[src/rtl/core/sst_pkg.sv]
// ----------------------------------------------------------------------------
// sst_pkg
// Shared types, codes and defaults of the sorted set table.
// ----------------------------------------------------------------------------
package sst_pkg;

	localparam int CAPACITY_DEF = 64;
	localparam int KEY_BITS_DEF = 32;

	// payload widths fixed by the word format
	localparam int KEY_W  = 32;
	localparam int HELD_W = 7;

	// fan-in of one step of the hit reduction
	localparam int FANIN     = 8;
	localparam int LOG_FANIN = 3;

	typedef enum logic [1:0] {
		REQ_SEARCH = 2'd0,
		REQ_INSERT = 2'd1,
		REQ_DELETE = 2'd2,
		REQ_CLEAR  = 2'd3
	} req_type_t;

	typedef enum logic [1:0] {
		ST_DONE   = 2'd0,
		ST_DUP    = 2'd1,
		ST_ABSENT = 2'd2,
		ST_FULL   = 2'd3
	} status_t;

	typedef enum logic [1:0] {
		S_IDLE,
		S_CMP,
		S_RED,
		S_COMMIT
	} state_t;

	// broadcast to every cell of the chain
	typedef struct packed {
		logic cmp_en;
		logic ins_en;
		logic del_en;
	} cell_ctrl_t;

endpackage

[src/rtl/core/sst_cell.sv]
// ----------------------------------------------------------------------------
// sst_cell
// One slot of the sorted chain: holds a key, compares it with the broadcast
// key and shifts toward or away from its neighbors on insert and delete.
// ----------------------------------------------------------------------------
module sst_cell #(
	parameter int KEY_BITS = sst_pkg::KEY_BITS_DEF
) (
	input  logic                clk,
	input  sst_pkg::cell_ctrl_t ctrl,
	input  logic                occ,
	input  logic [KEY_BITS-1:0] key_in,
	input  logic                prev_lt,
	input  logic [KEY_BITS-1:0] prev_key,
	input  logic [KEY_BITS-1:0] next_key,
	output logic [KEY_BITS-1:0] key_q,
	output logic                lt_q,
	output logic                eq
);

	assign eq = occ && (key_q == key_in);

	// lt_q marks slots left of the insertion point; it stays valid until commit
	always_ff @(posedge clk) begin
		if (ctrl.cmp_en) begin
			lt_q <= occ && (key_q < key_in);
		end else if (ctrl.ins_en) begin
			if (!lt_q) begin
				key_q <= prev_lt ? key_in : prev_key;
			end
		end else if (ctrl.del_en) begin
			if (!lt_q) begin
				key_q <= next_key;
			end
		end
	end

endmodule

[config.mk]
export PLATFORM = sky130hd
export DESIGN_NAME = sst_cell
export DESIGN_NICKNAME = d
export VERILOG_FILES = /design/src/rtl/core/sst_pkg.sv /design/src/rtl/core/sst_cell.sv
export SDC_FILE = /design/constraint.sdc
export NUM_CORES = 1
export LEC_CHECK = 0
export BUFFER_PORTS_ARGS = -buffer_cell sky130_fd_sc_hd__buf_2
export CORE_AREA = 5 5 80 82
export CTS_CLUSTER_DIAMETER = 40
export CTS_CLUSTER_SIZE = 20
export DETAILED_ROUTE_END_ITERATION = 12
export DIE_AREA = 0 0 85 87
export GPL_TIMING_DRIVEN = 0
export PLACE_DENSITY = 0.88
export SYNTH_ARGS = -nofsm -noshare
export SYNTH_HDL_FRONTEND = slang
export SYNTH_SLANG_ARGS = --single-unit
[constraint.sdc]
create_clock -name clk -period 4 [get_ports clk]
set_input_delay 0.6 -clock clk [delete_from_list [all_inputs] [get_ports clk]]
set_output_delay 0.6 -clock clk [all_outputs]
set_load 0.03 [all_outputs]
==> results by group <==
Status
  • Outcome: completed

STA
  • Max Slew Vio Count: 0
  • RSZ-0062 raised after global routing: no
  • Clock Skews: 3.56 ps
  • Max frequency: 338 MHz
  • Period utilisation layout: 73.9%
  • Final TNS setup: 0 ps
  • Min cycle time layout: 2960 ps
  • Min Hold Slack: 540 ps
  • Final worst slack: 1040 ps
  • Worst-Margin Slew: 925 ps
  • Final setup fails: 0
  • Endpoints failing hold: 0
  • Rel. slew slack: 38.0%

Placement
  • Area after DPL: 3250 um^2
  • Placer Congestion: 0.854
  • Placement Setup Slack: 1000 ps
  • DP Cell Count: 466
  • IO buf count: 133
  • Detail Placement HPWL: 5900 um

Layout
  • Layout cells sized above 1: 37.1%
  • Area Growth Syn to Fin: 35.5%
  • Final instance area: 3330 um^2
  • Layout Cells excl Fill: 474
  • Diode count: 0
  • Fin util: 58.7%
  • FILL cells: 525
  • Final nets: 532

Logic synthesis
  • Number of flops mapped to enable cells by yosys: 33
  • Syn nets: 390
  • Ys Warns: 0
  • Register area share after synthesis: 40.3%
  • Predominant post-synthesis flop cell: edfxtp_1
  • Syn Std Cell Area: 2460 um^2
  • Synth Register Bits: 33
  • Post-Syn Instances: 256
  • Post-synthesis async set-or-reset flop share: 0%
  • Post-synth cell types: 27
  • Synthesized area per cell: 9.60 um^2

Job
  • Maxcap violations: 0

GRT
  • Vias in the first global route: 2,563
  • Total track usage: 18.9%
  • GR Overflow Total: 0
  • Largest net degree at the start of global routing: 13
  • Initial antenna violation count: 0
  • Global-route wire length before repair: 11,200 um

Routing
  • Highest metal used: met4
  • ANT nets after route: 0
  • Vias/cell: 5.07
  • M1 wire length: 2640 um
  • Number of remaining DRC errors: 0
  • Routed wire length: 7020 um
  • Routed wire length on met2: 3680 um
  • DR WL/cell: 14.8 um
  • Pre-antenna DRT Iters: 4
  • Detail Route met3 WL: 593 um
  • Iteration-0 DRC Markers: 63
  • Detailed-route via count: 2,403

Hold path
  • Worst Hold Class: input port to register

Worst setup path
  • Worst path slowest cell: nor4_2
  • Critical Path Sink Type: output pin
  • Top cell by count, worst path: buf_2
  • Crit-path max FO: 2
  • Slowest Stage Delay on Critical Path: 440 ps
  • Top Family by Delay on Critical Path: simple AND/OR/NAND/NOR gates
  • Crit path buf inv count: 3
  • Worst path cell trace: buf_2 -> inv_1 -> ha_1 -> and4_1 -> nand4_1 -> nor4_2 -> nand2_1 -> nor3_1 -> buf_2
  • Startpoint types: input port
  • WP data required: 3400 ps
  • Data arrival time of the critical path: 2360 ps
  • Critical path class: input port to output pin

Pwr
  • Peak supply drop: 0.000163 V
  • PwrDens: 276 nW/um^2
  • Static Leak: 1.73 nW
  • Total Power: 918 uW

Floorplan
  • Die height: 87 um
  • Initial cell density of the core: 43.3%
  • Row Count: 28
  • I/O pins: 136
  • Core area: 5680 um^2
  • Die Wd: 85 um
  • Die Area: 7400 um^2

CTS
  • CTS root buf: clkbuf_8
  • H-tree Lvls: 2
  • Cts hold-fix bufs: 0
  • Clock Tree Buf Depth: 2
  • CTS sink cnt: 33
  • Clk_lat worst skew: 280 ps
  • CTS tree: built
  • Post-CTS setup buffer count: 0
  • Worst-path clk slew: 70 ps
  • CTS Buf Count: 5
  • PostCTS Resize Cnt: 0
## layout by cell type, fill, tap and decap left out, drive strengths merged
| master | netlist | routed |
|---|---|---|
| nor4 | 2 | 2 |
| inv | 34 | 34 |
| a211oi | 1 | 1 |
| buf | 4 | 139 |
| nand4 | 4 | 4 |
| nand2 | 9 | 9 |
| and2 | 1 | 1 |
| a22o | 1 | 1 |
| and4 | 1 | 1 |
| nor3 | 2 | 2 |
| ha | 32 | 32 |
| nor2 | 35 | 35 |
| a21oi | 43 | 43 |
| nand4b | 1 | 1 |
| nand3 | 4 | 4 |
| clkbuf | 7 | 12 |
| clkinv | 0 | 3 |
| edfxtp | 33 | 33 |
| nor2b | 1 | 1 |
| a221o | 1 | 1 |
| a2111o | 1 | 1 |
| a21o | 2 | 2 |
| mux2i | 32 | 32 |
| a221oi | 1 | 1 |
| o21ai | 4 | 4 |
## report_power, final
part	internal (mW)	switching, mW
Combinational	0.111	0.149
Sequential	0.408	0.00968
Clock	0.117	0.124
Total	0.636	0.283
## worst reg2reg max path, stage by stage (launching register included)
cell and delay (ps):
edfxtp_1 390, ha_1 300, a21oi_1 160, o21ai_0 130, a22o_1 200, a2111o_1 420, a211oi_2 230
## registers in the layout (all words and copies together), names as in the netlist
register  count
lt_q          1
key_q        32
## layer usage
layer | vias to the layer above | track usage (%)
met4 | 0 | 6.04
met1 | 1100 | 19.9
met3 | 11 | 4.54
met2 | 96 | 36.7
li1 | 1196 | -
met5 | - | 0
## layout make-up
type                    instances  area [um^2]  share of cell area (%)
clock buffers                   5         68.8                    2.07
flip-flops and latches         33          991                    29.8
well taps                      75         93.8                    2.82
plain buffers                  11         45.0                    1.35
repair buffers                135          692                    20.8
inverters                      34          128                    3.83
multi-input cells             178         1300                    39.0
clock inverters                 3         12.5                   0.376
## final timing paths
path              startpoint         to  slack (ps)  cells after the start
hold reg to reg         lt_q  key_q[18]         740                      1
setup reg to reg    key_q[7]       lt_q        2030                      6
setup / recovery  key_in[29]         eq        1040                      9
hold / removal       ctrl[2]       lt_q         540                      1
## Yosys cell counts (all sizes together) (2+ instances only)
| cell type | instances | share of area [%] |
|---|---|---|
| inv | 34 | 5.2 |
| nand3 | 4 | 0.81 |
| buf | 4 | 0.76 |
| ha | 32 | 16 |
| nand2 | 9 | 1.4 |
| mux2i | 32 | 13 |
| o21ai | 4 | 0.81 |
| edfxtp | 33 | 40 |
| clkbuf | 7 | 1.1 |
| nor2 | 35 | 5.3 |
| nand4 | 4 | 1.0 |
| a21oi | 43 | 8.9 |
| nor4 | 2 | 0.76 |
| a21o | 2 | 0.61 |
| nor3 | 2 | 0.41 |
## logic make-up after synthesis
family          share of synthesized area, %
flops                                   40.3
fa+ha+maj                               16.3
simple gates                            10.9
buf+inv                                 7.02
mux                                     13.0
compound gates                          12.4
No activity file was read; power rests on OpenSTA's default activity.
