$ cat src/rtl/core/sst_pkg.sv
// ----------------------------------------------------------------------------
// sst_pkg
// Shared types, codes and defaults of the sorted set table.
// ----------------------------------------------------------------------------
package sst_pkg;

	localparam int CAPACITY_DEF = 64;
	localparam int KEY_BITS_DEF = 32;

	// payload widths fixed by the word format
	localparam int KEY_W  = 32;
	localparam int HELD_W = 7;

	// fan-in of one step of the hit reduction
	localparam int FANIN     = 8;
	localparam int LOG_FANIN = 3;

	typedef enum logic [1:0] {
		REQ_SEARCH = 2'd0,
		REQ_INSERT = 2'd1,
		REQ_DELETE = 2'd2,
		REQ_CLEAR  = 2'd3
	} req_type_t;

	typedef enum logic [1:0] {
		ST_DONE   = 2'd0,
		ST_DUP    = 2'd1,
		ST_ABSENT = 2'd2,
		ST_FULL   = 2'd3
	} status_t;

	typedef enum logic [1:0] {
		S_IDLE,
		S_CMP,
		S_RED,
		S_COMMIT
	} state_t;

	// broadcast to every cell of the chain
	typedef struct packed {
		logic cmp_en;
		logic ins_en;
		logic del_en;
	} cell_ctrl_t;

endpackage

$ cat src/rtl/core/sst_hit_reduce.sv
// ----------------------------------------------------------------------------
// sst_hit_reduce
// Iterated OR reduction of the per-cell match flags, FANIN to one per step.
// ----------------------------------------------------------------------------
module sst_hit_reduce #(
	parameter int WIDTH = sst_pkg::CAPACITY_DEF
) (
	input  logic             clk,
	input  logic             load,
	input  logic             step,
	input  logic [WIDTH-1:0] vec_in,
	output logic             found
);

	logic [WIDTH-1:0] red_q;
	logic [WIDTH-1:0] red_d;

	always_comb begin
		red_d = red_q;
		if (load) begin
			red_d = vec_in;
		end else if (step) begin
			red_d = '0;
			for (int j = 0; j < WIDTH; j++) begin
				for (int b = 0; b < sst_pkg::FANIN; b++) begin
					if (j * sst_pkg::FANIN + b < WIDTH) begin
						red_d[j] = red_d[j] | red_q[j * sst_pkg::FANIN + b];
					end
				end
			end
		end
	end

	always_ff @(posedge clk) begin
		red_q <= red_d;
	end

	assign found = red_q[0];

endmodule

$ cat config.mk
export PLATFORM = sky130hd
export DESIGN_NAME = sst_hit_reduce
export DESIGN_NICKNAME = d
export VERILOG_FILES = /design/src/rtl/core/sst_pkg.sv /design/src/rtl/core/sst_hit_reduce.sv
export SDC_FILE = /design/constraint.sdc
export NUM_CORES = 1
export LEC_CHECK = 0
export BUFFER_PORTS_ARGS = -buffer_cell sky130_fd_sc_hd__buf_2
export CORE_ASPECT_RATIO = 1.5
export CORE_MARGIN = 4
export CORE_UTILIZATION = 30
export DETAILED_ROUTE_END_ITERATION = 8
export GPL_ROUTABILITY_DRIVEN = 1
export PLACE_DENSITY = 0.52
export SETUP_SLACK_MARGIN = 0.02
export SYNTH_ARGS = -nofsm -noshare
export SYNTH_HDL_FRONTEND = slang
export SYNTH_SLANG_ARGS = --single-unit
$ cat constraint.sdc
create_clock -name clk -period 4.7 [get_ports clk]
set_input_delay 0.94 -clock clk [delete_from_list [all_inputs] [get_ports clk]]
set_output_delay 0.94 -clock clk [all_outputs]
set_load 0.01 [all_outputs]
==> results of run 1 <==
## report_power, final
part | internal, µW | switching [µW] | leakage (µW)
combinational | 40.0 | 36.3 | 0.000467
clock | 515 | 216 | 0.000162
sequential | 686 | 13.5 | 0.000667
total | 1240 | 266 | 0.00130
## worst max path at each step
stage | start | endpoint | slack (ns) | depth (start not counted)
2_1_floorplan | load | red_q[0] | 2.39 | 2
3_3_place_gp | load | red_q[30] | 1.86 | 3
3_5_place_dp | load | red_q[44] | 1.83 | 3
4_1_cts | load | red_q[11] | 2.17 | 3
5_1_grt | load | red_q[59] | 1.99 | 3
6_report | load | red_q[57] | 2.23 | 3
## layer usage
layer | share of wire (%) | routed length [µm] | vias to the layer above | track usage, %
met3 | 5.9 | 257 | 10 | 3.34
li1 | - | - | 739 | -
met4 | 2.2 | 97 | 0 | 4.60
met2 | 49 | 2160 | 43 | 14.9
met1 | 42 | 1850 | 650 | 10.0
met5 | 0 | 0 | - | 0
## synthesized netlist by cell type
cell type   n
buf_6       1
a32oi_1     1
clkbuf_2    3
inv_1       2
edfxtp_1   64
nor2b_1     7
or2_2       1
nor4_1     14
clkbuf_1    2
and2_1     56
a31oi_1     7
buf_2       1
nor2_1      1
nor4_2      1
nor3_1      1
## kinds of logic after synthesis
logic type | Yosys count
AOI/OAI and AO/OA | 8
and+or+nand+nor | 81
DFF | 64
buffers and inverters | 9
## worst reg2reg max path: cells and delay by family, from the launching register on
kind	cells	cell delay, ns
AO/OA/AOI/OAI	1	0.16
AND/OR/NAND/NOR	1	0.38
flip-flops	1	0.36
## through the flow
step | setup WS [ns] | cell area [µm²] | hold slack (ns) | std cells | utilization (%)
3_5_place_dp | 1.83 | 2970 | 0.618 | 328 | 36.6
2_1_floorplan | 2.39 | 2530 | 0.585 | 162 | -
6_report | 2.23 | 3300 | 0.631 | 344 | 40.7
3_3_place_gp | 1.86 | 2970 | 0.601 | 328 | 36.6
4_1_cts | 2.17 | 3300 | 0.629 | 344 | 40.7
5_1_grt | 1.99 | 3300 | 0.670 | 344 | 40.7
## layout make-up
class                   count  area share [%]
clock buffers              10            6.93
clock inverters             6            3.26
inverters                   2           0.227
multi-input cells          89            17.0
flip-flops and latches     64            58.2
well taps                 105            3.98
repair buffers             68            10.4
==> flow_metrics.env, run 1 <==
export IMPL_status="complete, no violations"
export IMPL_crit_path_end_kind="flip-flop"
export IMPL_syn_inst=162
export IMPL_clk_pin_slew_ns=0.05
export IMPL_cap_viol_max_count=0
export IMPL_overflow=0
export IMPL_crit_type="input port to flip-flop"
export IMPL_synth_area_mux_share_pct=0
export IMPL_setup_tns_ns=0
export IMPL_critical_path_top_delay_family="buffers and inverters"
export IMPL_grt_max_degree=68
export IMPL_hp_class="flip-flop to flip-flop"
export IMPL_synth_fa_ha_area_share_pct=0
export IMPL_synth_xor_area_share_pct=0
export IMPL_grt_pass1_wl_um=6860
export IMPL_worst_pin_slew_ns=0.782
export IMPL_critPathSlowestCell="buf_2"
export IMPL_die_area_um2=10000
export IMPL_cts_buffer_depth=2
export IMPL_port_buffer_count=67
export IMPL_path_buf_inv=2
export IMPL_grt_pass1_vias=1557
export IMPL_clock_sinks=64
export IMPL_io_pins=68
export IMPL_reg_largest_list="red_q: 64 flops"
export IMPL_peakVddDrop_v=0.000185
export IMPL_synth_seq_cells=64
export IMPL_rsz0062_at_grt="false"
export IMPL_r2r_slack_ns=3.53
export IMPL_r2r_end="red_q[5]"
export IMPL_start_util_pct=31.2
export IMPL_leakagePower_uw=0.00130
export IMPL_synth_area_um2=2530
export IMPL_layout_nets=301
export IMPL_die_w_um=83.0
export IMPL_most_common_layout_cells="67 x buf_2, 64 x edfxtp_1, 56 x and2_1, 14 x nor4_1, 9 x clkbuf_16"
export IMPL_min_period_ns=2.47
export IMPL_cp_start_kind="input port"
export IMPL_yosysWarnings=0
export IMPL_antenna_found_initial=0
export IMPL_largest_reg_flops=64
export IMPL_hold_end="red_q[0]"
export IMPL_cp_arrival_ns=2.41
export IMPL_hpwl_um=3040
export IMPL_core_area_um2=8110
export IMPL_hold_buffers=0
export IMPL_synth_compound_area_share_pct=2.08
export IMPL_die_y_um=120
export IMPL_drv_slew=0
export IMPL_worst_path_max_fanout=67
export IMPL_numCtsBuffers=9
export IMPL_num_rows=40
export IMPL_nFillCells=822
export IMPL_syn2layout_area_growth_pct=30.5
export IMPL_cts_root_buf="clkbuf_16"
export IMPL_ys_seq_area_share_pct=76.0
export IMPL_crit_required_ns=4.64
export IMPL_holdCritStartpoint="red_q[3]"
export IMPL_reg2reg_from="red_q[44]"
export IMPL_max_freq_mhz=405
export IMPL_clock_latency_ns=0.32
export IMPL_hold_violations=0
export IMPL_drc=0
export IMPL_postCtsSetupBuffers=0
export IMPL_synth_cell_types=15
export IMPL_syn_num_nets=229
export IMPL_cp_cell_sequence="buf_2 -> or2_2 -> buf_4"
export IMPL_post_route_period_util_pct=52.5
export IMPL_final_common_cell="buf_2"
export IMPL_h_tree_depth=3
export IMPL_gp_congestion=0.670
export IMPL_pwr_density_cell_nw_per_um2=456
export IMPL_n_antenna_cell=0
export IMPL_hold_path_depth=2
export IMPL_synth_top_family_by_area="simple AND/OR/NAND/NOR gates"
export IMPL_synth_avg_cell_area_um2=15.6
export IMPL_slew_headroom_pct=47.9
export IMPL_synth_top_area_share_pct=76.0
export IMPL_largest_register="red_q"
export IMPL_finalSetupViolCount=0
export IMPL_p_total_uw=1510
export IMPL_multiInputGateArea_um2=562
export IMPL_grtUsageTotal_pct=8.97
export IMPL_netlist_top_cells_area="edfxtp_1 76%, and2_1 14%, nor4_1 3.5%"
export IMPL_post_drt_wl_per_cell_um=12.7
export IMPL_slowest_delay_ns=0.59
export IMPL_post_cts_resized=0
export IMPL_ff2ff_path_depth=2
export IMPL_route_vias_total=1442
export IMPL_drtAntennaViolNets=0
export IMPL_viasPerCell=4.19
export IMPL_finalWirelength_um=4370
export IMPL_dr_pass1_iters=4
export IMPL_synthSimpleGateAreaFrac_pct=20.1
export IMPL_skew_ns=0.00410
export IMPL_cts_tree="done"
export IMPL_yosysTopAreaCell="edfxtp_1"
export IMPL_drt_iter0_drc=66
export IMPL_regArea_um2=1920
export IMPL_drive_above_1_share_pct=35.6
Power figures use the tool's default switching activity.
==> run 2, diff against run 1 <==
==> constraint.sdc (replaced) <==
create_clock -name clk -period 2.4 [get_ports clk]
set_input_delay 0.48 -clock clk [delete_from_list [all_inputs] [get_ports clk]]
set_output_delay 0.48 -clock clk [all_outputs]
set_load 0.01 [all_outputs]
==> flow_metrics.env, run 2 (same netlist as run 1, synthesis figures left out) <==
export IMPL_min_period_ns=1.43
export IMPL_leakagePower_uw=0.00133
export IMPL_die_y_um=120
export IMPL_largest_register="red_q"
export IMPL_cap_viol_max_count=0
export IMPL_io_pins=68
export IMPL_layout_nets=303
export IMPL_setup_tns_ns=0
export IMPL_cts_root_buf="clkbuf_16"
export IMPL_hold_end="red_q[56]"
export IMPL_most_common_layout_cells="67 x buf_2, 64 x edfxtp_1, 56 x and2_1, 14 x nor4_1, 9 x clkbuf_16"
export IMPL_crit_type="input port to flip-flop"
export IMPL_slowest_delay_ns=0.38
export IMPL_max_freq_mhz=698
export IMPL_multiInputGateArea_um2=562
export IMPL_hold_violations=0
export IMPL_syn2layout_area_growth_pct=33.3
export IMPL_worst_pin_slew_ns=0.438
export IMPL_skew_ns=0.00555
export IMPL_cp_start_kind="input port"
export IMPL_overflow=0
export IMPL_worst_path_max_fanout=36
export IMPL_crit_required_ns=2.37
export IMPL_num_rows=40
export IMPL_reg2reg_from="red_q[4]"
export IMPL_critPathSlowestCell="buf_4"
export IMPL_die_area_um2=10000
export IMPL_ff2ff_path_depth=2
export IMPL_finalSetupViolCount=0
export IMPL_post_cts_resized=0
export IMPL_hp_class="input port to flip-flop"
export IMPL_nFillCells=800
export IMPL_port_buffer_count=67
export IMPL_rsz0062_at_grt="false"
export IMPL_drc=0
export IMPL_largest_reg_flops=64
export IMPL_holdCritStartpoint="vec_in[56]"
export IMPL_gp_congestion=0.694
export IMPL_route_vias_total=1453
export IMPL_final_common_cell="buf_2"
export IMPL_cts_tree="done"
export IMPL_dp_cells=330
export IMPL_die_w_um=83.0
export IMPL_hold_path_depth=2
export IMPL_cp_cell_sequence="buf_2 -> or2_2 -> buf_4"
export IMPL_path_buf_inv=2
export IMPL_postCtsSetupBuffers=0
export IMPL_drt_iter0_drc=106
export IMPL_grt_max_degree=41
export IMPL_dr_pass1_iters=4
export IMPL_cts_buffer_depth=2
export IMPL_r2r_slack_ns=1.30
export IMPL_reg_largest_list="red_q: 64 flops"
export IMPL_post_drt_wl_per_cell_um=13.0
export IMPL_start_util_pct=31.2
export IMPL_viasPerCell=4.20
export IMPL_grtUsageTotal_pct=9.89
export IMPL_core_area_um2=8110
export IMPL_antenna_found_initial=0
export IMPL_cp_arrival_ns=1.40
export IMPL_drive_above_1_share_pct=36.5
export IMPL_numCtsBuffers=9
export IMPL_critical_path_top_delay_family="buffers and inverters"
export IMPL_slew_headroom_pct=70.8
export IMPL_r2r_end="red_q[0]"
export IMPL_pwr_density_cell_nw_per_um2=945
export IMPL_grt_pass1_vias=1557
export IMPL_h_tree_depth=3
export IMPL_peakVddDrop_v=0.000392
export IMPL_drv_slew=0
export IMPL_clock_latency_ns=0.32
export IMPL_clk_pin_slew_ns=0.06
export IMPL_drtAntennaViolNets=0
export IMPL_status="complete, no violations"
export IMPL_hpwl_um=3210
export IMPL_finalWirelength_um=4510
export IMPL_n_antenna_cell=0
export IMPL_clock_sinks=64
export IMPL_crit_path_end_kind="flip-flop"
export IMPL_hold_buffers=0
export IMPL_regArea_um2=1920
export IMPL_grt_pass1_wl_um=7390
export IMPL_cp_depth=3
export IMPL_layoutNonFillerInstCount=346
export IMPL_post_route_period_util_pct=59.7
## run 2: worst max path at each step
| stage | from | end |
|---|---|---|
| finish | load | red_q[47] |
| global route | load | red_q[32] |
| CTS | load | red_q[32] |
| detailed placement | load | red_q[53] |
| global placement | load | red_q[45] |
| floorplan | load | red_q[0] |
## run 2: metrics by stage
step                util [%]  power [µW]  hold slack [ns]  instance area, µm²  setup slack [ns]
floorplan                  -        1470            0.585                2530             0.547
global placement        36.8        1550            0.603                2980             0.651
detailed placement      36.8        1550            0.615                2980             0.605
CTS                     41.6        3240            0.427                3370             0.953
global route            41.6        3310            0.434                3370             0.858
finish                  41.6        3190            0.440                3370             0.967
## run 2: area by class of cell
type                            count  area share [%]
Clock inverter                      7            4.97
Multi-Input combinational cell     89            16.7
Tap cell                          105            3.89
Sequential cell                    64            57.0
Inverter                            2           0.223
Timing Repair Buffer               70            10.6
Clock buffer                        9            6.68
## run 2: worst reg2reg max path: stages (launching register included)
cell and delay, ns:
edfxtp_1 0.36, nor4_1 0.36, a31oi_1 0.13
## run 2: report_power, final
| part | internal, µW | switching (µW) | leakage [µW] | total (µW) |
|---|---|---|---|---|
| clock | 1230 | 440 | 0.000190 | 1670 |
| combinational | 80.2 | 72.5 | 0.000476 | 153 |
| sequential | 1340 | 26.7 | 0.000667 | 1370 |
| total | 2650 | 539 | 0.00133 | 3190 |
## run 2: per-layer routing
metal  vias to the layer above  GRT usage, %  share of wire [%]
met5                         -             0                  0
met4                         0          7.06                2.4
met3                         7          3.41                6.8
met2                        43          14.9                 50
met1                       656          11.7                 41
li1                        747             -                  -
